## src/akd_pkg.sv

```systemverilog
`timescale 1ns / 1ps
// ----------------------------------------------------------------------------
// akd_pkg
// Shared types, constants and helpers for the ADC keypad debouncer.
// ----------------------------------------------------------------------------
package akd_pkg;

    localparam int SAMPLE_BITS_DEF = 10;
    localparam int TICK_BITS       = 8;
    localparam int CFG_INDEX_BITS  = 2;
    localparam int MODE_CODE_BITS  = 2;

    localparam int PRESS_THRESHOLD_RST = 3;
    localparam int TOLERANCE_RST       = 5;
    localparam logic [TICK_BITS-1:0] STABLE_TICKS_RST = 8'd250;

    localparam logic [CFG_INDEX_BITS-1:0] REG_PRESS_THRESHOLD = 2'd0;
    localparam logic [CFG_INDEX_BITS-1:0] REG_TOLERANCE       = 2'd1;
    localparam logic [CFG_INDEX_BITS-1:0] REG_STABLE_TICKS    = 2'd2;

    localparam logic ACTION_SAMPLE = 1'b0;
    localparam logic ACTION_TICK   = 1'b1;

    localparam logic [MODE_CODE_BITS-1:0] MODE_CODE_IDLE = 2'd0;
    localparam logic [MODE_CODE_BITS-1:0] MODE_CODE_PEND = 2'd1;
    localparam logic [MODE_CODE_BITS-1:0] MODE_CODE_REL  = 2'd2;

    typedef enum logic [2:0] {
        MODE_IDLE = 3'b001,
        MODE_PEND = 3'b010,
        MODE_REL  = 3'b100
    } mode_t;

    typedef struct packed {
        logic                      accepted;
        logic [MODE_CODE_BITS-1:0] mode_code;
    } akd_status_t;

    function automatic logic [MODE_CODE_BITS-1:0] mode_to_code(input mode_t m);
        logic [MODE_CODE_BITS-1:0] code;
        unique case (m)
            MODE_PEND: code = MODE_CODE_PEND;
            MODE_REL:  code = MODE_CODE_REL;
            default:   code = MODE_CODE_IDLE;
        endcase
        return code;
    endfunction

endpackage

```

## src/adc_keypad_debouncer.sv

```systemverilog
`timescale 1ns / 1ps
// ----------------------------------------------------------------------------
// adc_keypad_debouncer
// Keypad debouncer on averaged ADC samples and hold-timer ticks.
// Each input transaction passes the input reg, then the result reg.
// Throughput: 1 transaction per cycle while the result side is not stalled;
//   one result per input, set by the state update between input and result registers.
// Reset: async active-low; state idle, timer stopped, registers 3 / 5 / 250.
// ----------------------------------------------------------------------------
module adc_keypad_debouncer
    import akd_pkg::*;
#(
    parameter int SAMPLE_BITS = SAMPLE_BITS_DEF
)
(
    input  logic                                   clk,
    input  logic                                   rst_n,
    input  logic                                   s_tvalid,
    output logic                                   s_tready,
    // [SAMPLE_BITS-1:0] sample
    input  logic [((SAMPLE_BITS+7)/8)*8-1:0]       s_tdata,
    // [0] action
    input  logic                                   s_tuser,
    output logic                                   m_tvalid,
    input  logic                                   m_tready,
    // press_value, press_code, mode_now (low to high)
    output logic [((2*SAMPLE_BITS+7)/8)*8-1:0]     m_tdata,
    // [0] accepted
    output logic                                   m_tuser,
    input  logic                                   cfg_valid,
    output logic                                   cfg_ready,
    input  logic [CFG_INDEX_BITS-1:0]              cfg_index,
    input  logic [SAMPLE_BITS-1:0]                 cfg_data
);

    localparam int OUT_W = ((2*SAMPLE_BITS+7)/8)*8;

    logic [SAMPLE_BITS-1:0] press_threshold_reg;
    logic [SAMPLE_BITS-1:0] tolerance_reg;
    logic [TICK_BITS-1:0]   stable_ticks_reg;

    logic                   in_valid_reg;
    logic                   in_action_reg;
    logic [SAMPLE_BITS-1:0] in_sample_reg;

    logic                   out_valid_reg, out_valid_next;
    akd_status_t            out_status_reg;
    logic [SAMPLE_BITS-1:0] out_value_reg;
    logic [SAMPLE_BITS-3:0] out_code_reg;

    logic                   pipe_ready;
    logic                   fire;
    akd_status_t            status;
    logic [SAMPLE_BITS-1:0] press_value;
    logic [SAMPLE_BITS-3:0] press_code;

    assign cfg_ready = 1'b1;

    always_ff @(posedge clk or negedge rst_n)
    begin
        if (!rst_n)
        begin
            press_threshold_reg <= SAMPLE_BITS'(PRESS_THRESHOLD_RST);
            tolerance_reg       <= SAMPLE_BITS'(TOLERANCE_RST);
            stable_ticks_reg    <= STABLE_TICKS_RST;
        end
        else if (cfg_valid && cfg_ready)
        begin
            if (cfg_index == REG_PRESS_THRESHOLD)
                press_threshold_reg <= cfg_data;
            if (cfg_index == REG_TOLERANCE)
                tolerance_reg <= cfg_data;
            if (cfg_index == REG_STABLE_TICKS)
                stable_ticks_reg <= cfg_data[TICK_BITS-1:0];
        end
    end

    assign pipe_ready = !out_valid_reg || m_tready;
    assign fire       = in_valid_reg && pipe_ready;
    assign s_tready   = !in_valid_reg || pipe_ready;

    always_ff @(posedge clk or negedge rst_n)
    begin
        if (!rst_n)
            in_valid_reg <= 1'b0;
        else if (s_tready)
            in_valid_reg <= s_tvalid;
    end

    always_ff @(posedge clk)
    begin
        if (s_tvalid && s_tready)
        begin
            in_action_reg <= s_tuser;
            in_sample_reg <= s_tdata[SAMPLE_BITS-1:0];
        end
    end

    akd_core #(
        .SAMPLE_BITS(SAMPLE_BITS)
    ) u_core (
        .clk             (clk),
        .rst_n           (rst_n),
        .fire            (fire),
        .action          (in_action_reg),
        .sample          (in_sample_reg),
        .press_threshold (press_threshold_reg),
        .tolerance       (tolerance_reg),
        .stable_ticks    (stable_ticks_reg),
        .status          (status),
        .press_value     (press_value),
        .press_code      (press_code)
    );

    always_comb
    begin
        out_valid_next = out_valid_reg && !m_tready;
        if (fire)
            out_valid_next = 1'b1;
    end

    always_ff @(posedge clk or negedge rst_n)
    begin
        if (!rst_n)
            out_valid_reg <= 1'b0;
        else
            out_valid_reg <= out_valid_next;
    end

    always_ff @(posedge clk)
    begin
        if (fire)
        begin
            out_status_reg <= status;
            out_value_reg  <= press_value;
            out_code_reg   <= press_code;
        end
    end

    assign m_tvalid = out_valid_reg;
    assign m_tuser  = out_status_reg.accepted;
    assign m_tdata  = OUT_W'({out_status_reg.mode_code, out_code_reg, out_value_reg});

`ifndef ASSERT_OFF
    a_accept_means_release: assert property (@(posedge clk) disable iff (!rst_n)
        out_valid_reg && out_status_reg.accepted |->
            out_status_reg.mode_code == MODE_CODE_REL)
        else $error("accepted result without release-wait mode");

    a_no_accept_zero_value: assert property (@(posedge clk) disable iff (!rst_n)
        out_valid_reg && !out_status_reg.accepted |->
            out_value_reg == '0 && out_code_reg == '0)
        else $error("press value nonzero on unaccepted result");

    a_stall_only_when_full: assert property (@(posedge clk) disable iff (!rst_n)
        !s_tready |-> in_valid_reg && out_valid_reg && !m_tready)
        else $error("input stalled with room in pipeline");

    a_fire_fills_output: assert property (@(posedge clk) disable iff (!rst_n)
        fire |=> out_valid_reg)
        else $error("transaction lost between stages");
`endif

endmodule

```

## src/akd_core.sv

```systemverilog
`timescale 1ns / 1ps
// ----------------------------------------------------------------------------
// akd_core
// Debounce state and its update for one sample or tick.
// ----------------------------------------------------------------------------
module akd_core
    import akd_pkg::*;
#(
    parameter int SAMPLE_BITS = SAMPLE_BITS_DEF
)
(
    input  logic                   clk,
    input  logic                   rst_n,
    input  logic                   fire,
    input  logic                   action,
    input  logic [SAMPLE_BITS-1:0] sample,
    input  logic [SAMPLE_BITS-1:0] press_threshold,
    input  logic [SAMPLE_BITS-1:0] tolerance,
    input  logic [TICK_BITS-1:0]   stable_ticks,
    output akd_status_t            status,
    output logic [SAMPLE_BITS-1:0] press_value,
    output logic [SAMPLE_BITS-3:0] press_code
);

    mode_t                  mode_reg, mode_next;
    logic [SAMPLE_BITS-1:0] reference_reg, reference_next;
    logic [TICK_BITS-1:0]   tick_count_reg, tick_count_next;
    logic                   timer_running_reg, timer_running_next;
    logic                   hold_expired_reg, hold_expired_next;

    logic [SAMPLE_BITS-1:0] diff;
    logic                   acc;

    assign diff = (reference_reg > sample) ? (reference_reg - sample)
                                           : (sample - reference_reg);

    always_comb
    begin
        mode_next          = mode_reg;
        reference_next     = reference_reg;
        tick_count_next    = tick_count_reg;
        timer_running_next = timer_running_reg;
        hold_expired_next  = hold_expired_reg;
        acc                = 1'b0;
        if (action == ACTION_TICK)
        begin
            if (timer_running_reg)
            begin
                if (tick_count_reg == stable_ticks)
                begin
                    hold_expired_next  = 1'b1;
                    timer_running_next = 1'b0;
                    tick_count_next    = '0;
                end
                else
                begin
                    tick_count_next = tick_count_reg + 1'b1;
                end
            end
        end
        else
        begin
            unique case (mode_reg)
                MODE_PEND:
                begin
                    if (diff > tolerance)
                    begin
                        reference_next     = sample;
                        tick_count_next    = '0;
                        timer_running_next = 1'b1;
                        hold_expired_next  = 1'b0;
                    end
                    else if (hold_expired_reg)
                    begin
                        acc       = 1'b1;
                        mode_next = MODE_REL;
                    end
                end
                MODE_REL:
                begin
                    if (sample <= press_threshold)
                        mode_next = MODE_IDLE;
                end
                default:
                begin
                    mode_next      = MODE_IDLE;
                    reference_next = sample;
                    if (sample > press_threshold)
                    begin
                        mode_next          = MODE_PEND;
                        tick_count_next    = '0;
                        timer_running_next = 1'b1;
                        hold_expired_next  = 1'b0;
                    end
                end
            endcase
        end
    end

    always_ff @(posedge clk or negedge rst_n)
    begin
        if (!rst_n)
        begin
            mode_reg          <= MODE_IDLE;
            reference_reg     <= '0;
            tick_count_reg    <= '0;
            timer_running_reg <= 1'b0;
            hold_expired_reg  <= 1'b0;
        end
        else if (fire)
        begin
            mode_reg          <= mode_next;
            reference_reg     <= reference_next;
            tick_count_reg    <= tick_count_next;
            timer_running_reg <= timer_running_next;
            hold_expired_reg  <= hold_expired_next;
        end
    end

    assign status.accepted  = acc;
    assign status.mode_code = mode_to_code(mode_next);
    assign press_value      = acc ? sample : '0;
    assign press_code       = acc ? sample[SAMPLE_BITS-1:2] : '0;

endmodule

```

## config.mk

```make
export PLATFORM = sky130hd
export DESIGN_NAME = adc_keypad_debouncer
export DESIGN_NICKNAME = d
export VERILOG_FILES = /design/src/akd_pkg.sv /design/src/adc_keypad_debouncer.sv /design/src/akd_core.sv
export SDC_FILE = /design/constraint.sdc
export NUM_CORES = 1
export LEC_CHECK = 0
export BUFFER_PORTS_ARGS = -buffer_cell sky130_fd_sc_hd__buf_4
export CORE_MARGIN = 4
export CORE_UTILIZATION = 40
export DETAILED_ROUTE_END_ITERATION = 7
export PLACE_DENSITY = 0.69
export SKIP_LAST_GASP = 1
export SYNTH_ARGS = -nofsm -noshare
export SYNTH_HDL_FRONTEND = slang
export SYNTH_SLANG_ARGS = --single-unit
```

## constraint.sdc

```tcl
create_clock -name clk -period 4.4 [get_ports clk]
set_input_delay 0.44 -clock clk [delete_from_list [all_inputs] [get_ports clk]]
set_output_delay 0.44 -clock clk [all_outputs]
set_load 0.005 [all_outputs]
```

# Word-level counts from Yosys, hierarchy flattened
# Index checks and enable logic that the tools add are counted.
dict set report word_totals {
  register_bits 85
  out_inout_bits 28
  wordCells 87
  in_bits 34
}
dict set report classes {
  reduce_logical 17
  eq_ne 12
  addsub 3
  bitwise_logic 2
  n_mux 33
  magnitude_cmp 4
}
# op count
set op_table {}
lappend op_table {{8-bit two-way mux} 5}
lappend op_table {{10-bit greater-than comparator} 3}
lappend op_table {{10-bit two-way mux} 2}
lappend op_table {{10-bit case mux with 2 select lines} 1}
lappend op_table {{10-bit subtractor} 2}
lappend op_table {{8-bit case mux with 2 select lines} 1}
lappend op_table {{1-bit two-way mux} 15}
lappend op_table {{3-bit two-way mux} 4}
lappend op_table {{10-bit <= comparator} 1}
lappend op_table {{8-bit by 1-bit adder with 8-bit output (second input constant)} 1}
lappend op_table {{8-bit == test} 1}
lappend op_table {{4-bit AND reduction} 2}
lappend op_table {{3-bit by 2-bit == test with 1-bit output (second input constant)} 2}
lappend op_table {{3-bit == test (second input constant)} 2}
lappend op_table {{2-bit by 1-bit != test with 1-bit output (second input constant)} 3}
lappend op_table {{3-bit case mux with 2 select lines} 1}
lappend op_table {{2-bit AND reduction} 3}
lappend op_table {{6-bit AND reduction} 1}
lappend op_table {{5-bit AND reduction} 1}
lappend op_table {{1-bit case mux with 2 select lines} 2}
lappend op_table {{2-bit case mux with 2 select lines} 1}
lappend op_table {{1-bit logical AND} 3}
lappend op_table {{1-bit zero test} 3}
lappend op_table {{3-bit by 2-bit != test with 1-bit output (second input constant)} 1}
lappend op_table {{other kinds (8)} 10}

# Longest topological paths before layout
dict set report depth {
  ltp_word 8
  ltp_mapped 24
  depth_no_buf 21
}

# Modules after synthesis
# From an unflattened synthesis, not the netlist that was laid out.
dict set report unflattened {
  cells_unflattened 462
  hier_area_um2 5087.4
}
# mod seq_area_each_um2 area_per_inst_um2 instances cells_each
set modules_own_cells {}
lappend modules_own_cells {akd_core 576.8 2910.3 1 354}
lappend modules_own_cells {adc_keypad_debouncer 1724.2 2177.1 1 108}

# Worst setup path before layout
# OpenSTA, ideal clock, no wires.
dict set report synth_timing {
  path_kind {reg2reg}
  start {register u_core.reference_reg[0]}
  end {register u_core.tick_count_reg[6]}
  required_time_ns 4.331
  setup_ns 0.069
  n_path_buf 1
  slack_ns -0.141
  synth_period_minus_slack_ns 4.541
  path_stages_with_launch 23
  arrival_time_ns 4.473
  path_cell_list {dfrtp_1 inv_1 ha_1 inv_1 fa_1 a21o_1 a211oi_1 nor2_1 o41ai_1 o21ai_1 buf_2 a211oi_1 a21oi_1 xor2_1 ha_1 nand4_1 a211oi_2 a2111oi_1 or4_4 a21oi_2 nor2_2 or4_1 nand3_1}
}
dict set report synth_between {
  elab_chain_len 5
  elab_cells_between_ends 7
  cone_classes {add/sub: 2; order compare: 2; eq/ne: 1; mux: 1; reduce/logical: 1}
}
# item line
set synth_rtl {}
lappend synth_rtl {{from (decl)} akd_core.sv:26} ;# logic [SAMPLE_BITS-1:0] reference_reg, reference_next;
lappend synth_rtl {{from (signal assigned)} akd_core.sv:113} ;# reference_reg <= reference_next;
lappend synth_rtl {{10-bit subtractor (tied with other cells)} akd_core.sv:35} ;# : (sample - reference_reg);
lappend synth_rtl {{10-bit two-way mux (*)} akd_core.sv:34} ;# assign diff = (reference_reg > sample) ? (reference_reg - sample)
lappend synth_rtl {{10-bit greater-than comparator (*)} akd_core.sv:66} ;# if (diff > tolerance)
lappend synth_rtl {{3-bit by 2-bit != test with 1-bit output (no line) (*)} n/a}
lappend synth_rtl {{5-bit AND reduction (no line) (*)} n/a}
lappend synth_rtl {{to (signal assigned)} akd_core.sv:114} ;# tick_count_reg <= tick_count_next;
lappend synth_rtl {{to (decl)} akd_core.sv:27} ;# logic [TICK_BITS-1:0] tick_count_reg, tick_count_next;
# Mark *: on every way between the ends. The rest lies on a longest branch, timed or not.
# A chain may end at the register's enable or synchronous reset.

# Worst setup path in the final report
# Same ends and word-level chain as after synthesis.

==> results.txt <==
For this run, the leading register cell type out of synthesis is sky130_fd_sc_hd__dfrtp_1. The clock buffer count from CTS is 9. The first-pass GRT wire length is 17.2 mm. The tightest min-delay check is of the in -> async type. The placer's final routability congestion estimate is 0.878.

The clock transition at the register clock pins on the worst setup and hold paths after CTS came out at 0.06 ns. The area of the die is 13200 um2. The placed wire-length estimate came out at 7.48 mm. The combined area of all synthesized cells is 4570 um2. The final count of pins violating max slew came out at 0. Of the post-synthesis cell area, the dominant cell type holds 23.0%. The share of post-route cells with drive strength above 1 is 35.8%.

The clock latency reported for the late side of the worst-skew pair came out at 0.34 ns. The mean instance size in the synthesized netlist is 10.2 um2. The number of buffers and inverters on the critical path is 3. The number of distinct library cells after synthesis came out at 53. The sum of internal, switching and leakage power is 3700 uW. During synthesis, Yosys emitted a total of 0 warnings. The DRC violation count after routing is 0.

The number of global-route vias before repair is 3625. The global routing usage summed across all routing layers is 16.6%. The power per unit of standard cell area is 634 nW/um2. The worst setup path is launched from a register.

The minimum clock period after layout came out at 4.68 ns. The commonest cells after synthesis are sky130_fd_sc_hd__inv_1, sky130_fd_sc_hd__dfrtp_1, sky130_fd_sc_hd__ha_1, sky130_fd_sc_hd__nand2_1, sky130_fd_sc_hd__o21ai_1. The number of diodes added for antenna fixing is 0. The floorplan die height is 115 um. The average detailed-routed wire length per instance is 16.3 um. The worst setup slack before clock tree synthesis is -0.349 ns.

The critical path capture point type is a register. The cell family contributing the most delay on the critical path is compound AO/OA/AOI/OAI gates. The dominant cell by count in the synthesized netlist is sky130_fd_sc_hd__inv_1. At the worst endpoint, the required time is 4.68 ns.

The met3 capacity usage during global routing is 3.58%. The number of nets in the finished design came out at 601. The cell that appears most often on the critical path is sky130_fd_sc_hd__a211oi_2. Timing would allow up to 214 MHz. The overall overflow remaining after global route is 0. Headroom to the max-slew limit came out at 34.0%. The beginning of the worst register-to-register path is u_core.reference_reg[0]. The worst path uses 106% of the clock period. The critical path goes through inv_2 -> ha_4 -> inv_4 -> fa_2 -> a21o_1 -> a211oi_2 -> nor2_2 -> o41ai_4 -> o21ai_2 -> buf_6 -> a211oi_4 -> a21oi_2 -> xor2_1 -> ha_1 -> nand4_1 -> a211oi_2 -> a2111oi_4 -> or4_4 -> a21oi_4 -> nor2_4 -> or4_1 -> nand3_1.

The cell at the slowest stage of the critical path is sky130_fd_sc_hd__or4_4. Data arrives at the worst endpoint at 4.96 ns. The final reports fail on setup timing. The initialized floorplan defines 38 standard-cell rows.

The run finished, with violations left. The most heavily used metal layer in global routing is met2. Setup violations remaining at the end of the flow were counted as 30.

The leakage dissipation came out at 0.00261 uW. The number of cells on the worst reg-to-reg path is 22. The largest voltage drop on the vdd net came out at 0.265 mV. The dominant cell type by area after synthesis is sky130_fd_sc_hd__dfrtp_1. Setup repair after global routing could not meet its margin everywhere. The total negative setup slack is -4.88 ns. The hold violation count in the final report came out at 0. The non-filler instance count after layout came out at 670. The final non-filler cell area is 5840 um2. The core footprint came out at 11000 um2. The per-cell via count in the routed design came out at 5.25.

The max-capacitance violation count is 0. For this block, the via count after detailed routing is 3516. The maximum number of pins on one net before global-route repair is 54. The standard cell area after detailed placement is 5200 um2. The number of antenna violations at the first check in global routing is 0. In this run the register-to-register setup slack is -0.28 ns. Once detail routing completed, the nets flagged for antenna violations numbered 0.

The H-tree depth is 3. The floorplan die width is 115 um. The highest fanout seen on the critical path is 4.

TritonCTS built the clock tree. In the global route stage, met2 resource usage came out at 26.9%. The slew at the pin closest to its max-slew limit came out at 0.986 ns. The effective utilization at floorplan is 41.6%. The async set-or-reset flop fraction in the synthesized netlist came out at 68.8%. CTS saw 77 sinks. The cell sitting at the root of the clock tree is a sky130_fd_sc_hd__clkbuf_16.

Yosys attributes the largest share of cell area to sky130_fd_sc_hd__dfrtp_1, sky130_fd_sc_hd__edfxtp_1, sky130_fd_sc_hd__ha_1, sky130_fd_sc_hd__dfstp_2, sky130_fd_sc_hd__mux2_2. For this run, the slowest stage of the critical path takes 0.57 ns. For this run, global-route usage on met1 was measured as 21.3%. Counting the fill cells in the layout gives 959. The wire length reported by the detailed router came out at 10.9 mm. The count of routing violations after the opening detailed-route iteration is 107.

In this run, synthesis inferred 24 flip-flops with an integrated enable. Pin placement for this block handled 62 I/O pins. In this run the critical register-to-register path is captured at u_core.tick_count_reg[6]. The part of the Yosys area used for sequential elements came out at 45.1%. For the final database, setup skew stands at 0.00793 ns. The number of cells after detailed placement is 639. The first-pass iteration count of the detailed router came out at 4.

The least setup slack across all paths after layout came out at -0.278 ns. The cell count after synthesis is 447. The maximum clock path buffer count is 2.

The area growth from synthesis to layout is 27.8%. The flop and latch count out of synthesis came out at 77. The count of buffers added on input and output ports is 50.

The critical path is of the reg -> reg type.
## layout make-up
type	count	area, um2	area share, %
multi-input cells	302	2440	41.9
flip-flops and latches	77	2060	35.3
repair buffers	88	702	12.0
clock buffers	10	239	4.09
inverters	47	181	3.11
well taps	140	175	3.00
clock inverters	6	36.3	0.622
## metal layers
metal | up-vias | wire length [um]
met1 | 1727 | 4720
met2 | 72 | 5460
li1 | 1699 | -
met3 | 18 | 496
met4 | 0 | 231
met5 | - | 0
## power by group
group	total [uW]	internal (uW)	switching (uW)
Sequential	1010	898	114
Combinational	1990	969	1020
Clock	701	396	306
## logic make-up (layout without fill, tap and decap cells)
kind of cell	after synthesis	count (layout)	share of synthesized area [%]
fa+ha+maj	42	42	11.8
compound gates	96	96	13.2
flops	77	77	45.1
xor+xnor	16	16	3.07
simple gates	116	116	13.2
other cells	2	5	0.164
mux	27	27	6.49
buf+inv	71	151	6.93
## repair_timing
item | CTS | global route
gates cloned | 1 | 2
pin swaps | 19 | 20
endpoints found under the setup margin | 34 | 35
gates resized for setup | 17 | 55
setup buffers | 5 | 8
hold buffers | 0 | 0
## placed cells by master (no fill, tap or decap), drive strengths merged, types with 4 or more instances in the layout
cell type,netlist,final
buf,14,88
inv,46,48
dfrtp,42,42
o21ai,42,42
ha,40,40
nand2,31,31
edfxtp,24,24
nor2,22,22
mux2,21,21
a21oi,20,20
and2,13,13
xnor2,12,12
dfstp,11,11
clkbuf,10,10
nand3,9,9
nand4,9,9
nand2b,9,9
a211oi,7,7
mux2i,6,6
a21o,5,5
o21bai,5,5
conb,2,5
clkinv,1,5
xor2,4,4
nor2b,4,4
nand3b,4,4
nor3,4,4
## metrics by stage
step | hold slack, ns | utilization, %
global route | 0.201 | 53.2
finish | 0.136 | 53.2
CTS | 0.169 | 50.9
floorplan | 0.144 | -
global placement | 0.469 | 47.4
detailed placement | 0.486 | 47.4
## worst max path at each step
stage                                 start                       end  depth (start not counted)
floorplan           u_core.reference_reg[0]  u_core.tick_count_reg[6]                         22
global placement    u_core.reference_reg[0]  u_core.tick_count_reg[6]                         21
detailed placement  u_core.reference_reg[0]  u_core.tick_count_reg[6]                         21
CTS                 u_core.reference_reg[0]  u_core.tick_count_reg[6]                         22
global route               in_sample_reg[0]  u_core.tick_count_reg[6]                         22
finish              u_core.reference_reg[0]  u_core.tick_count_reg[6]                         22
No activity file was read; power rests on OpenSTA's default activity.
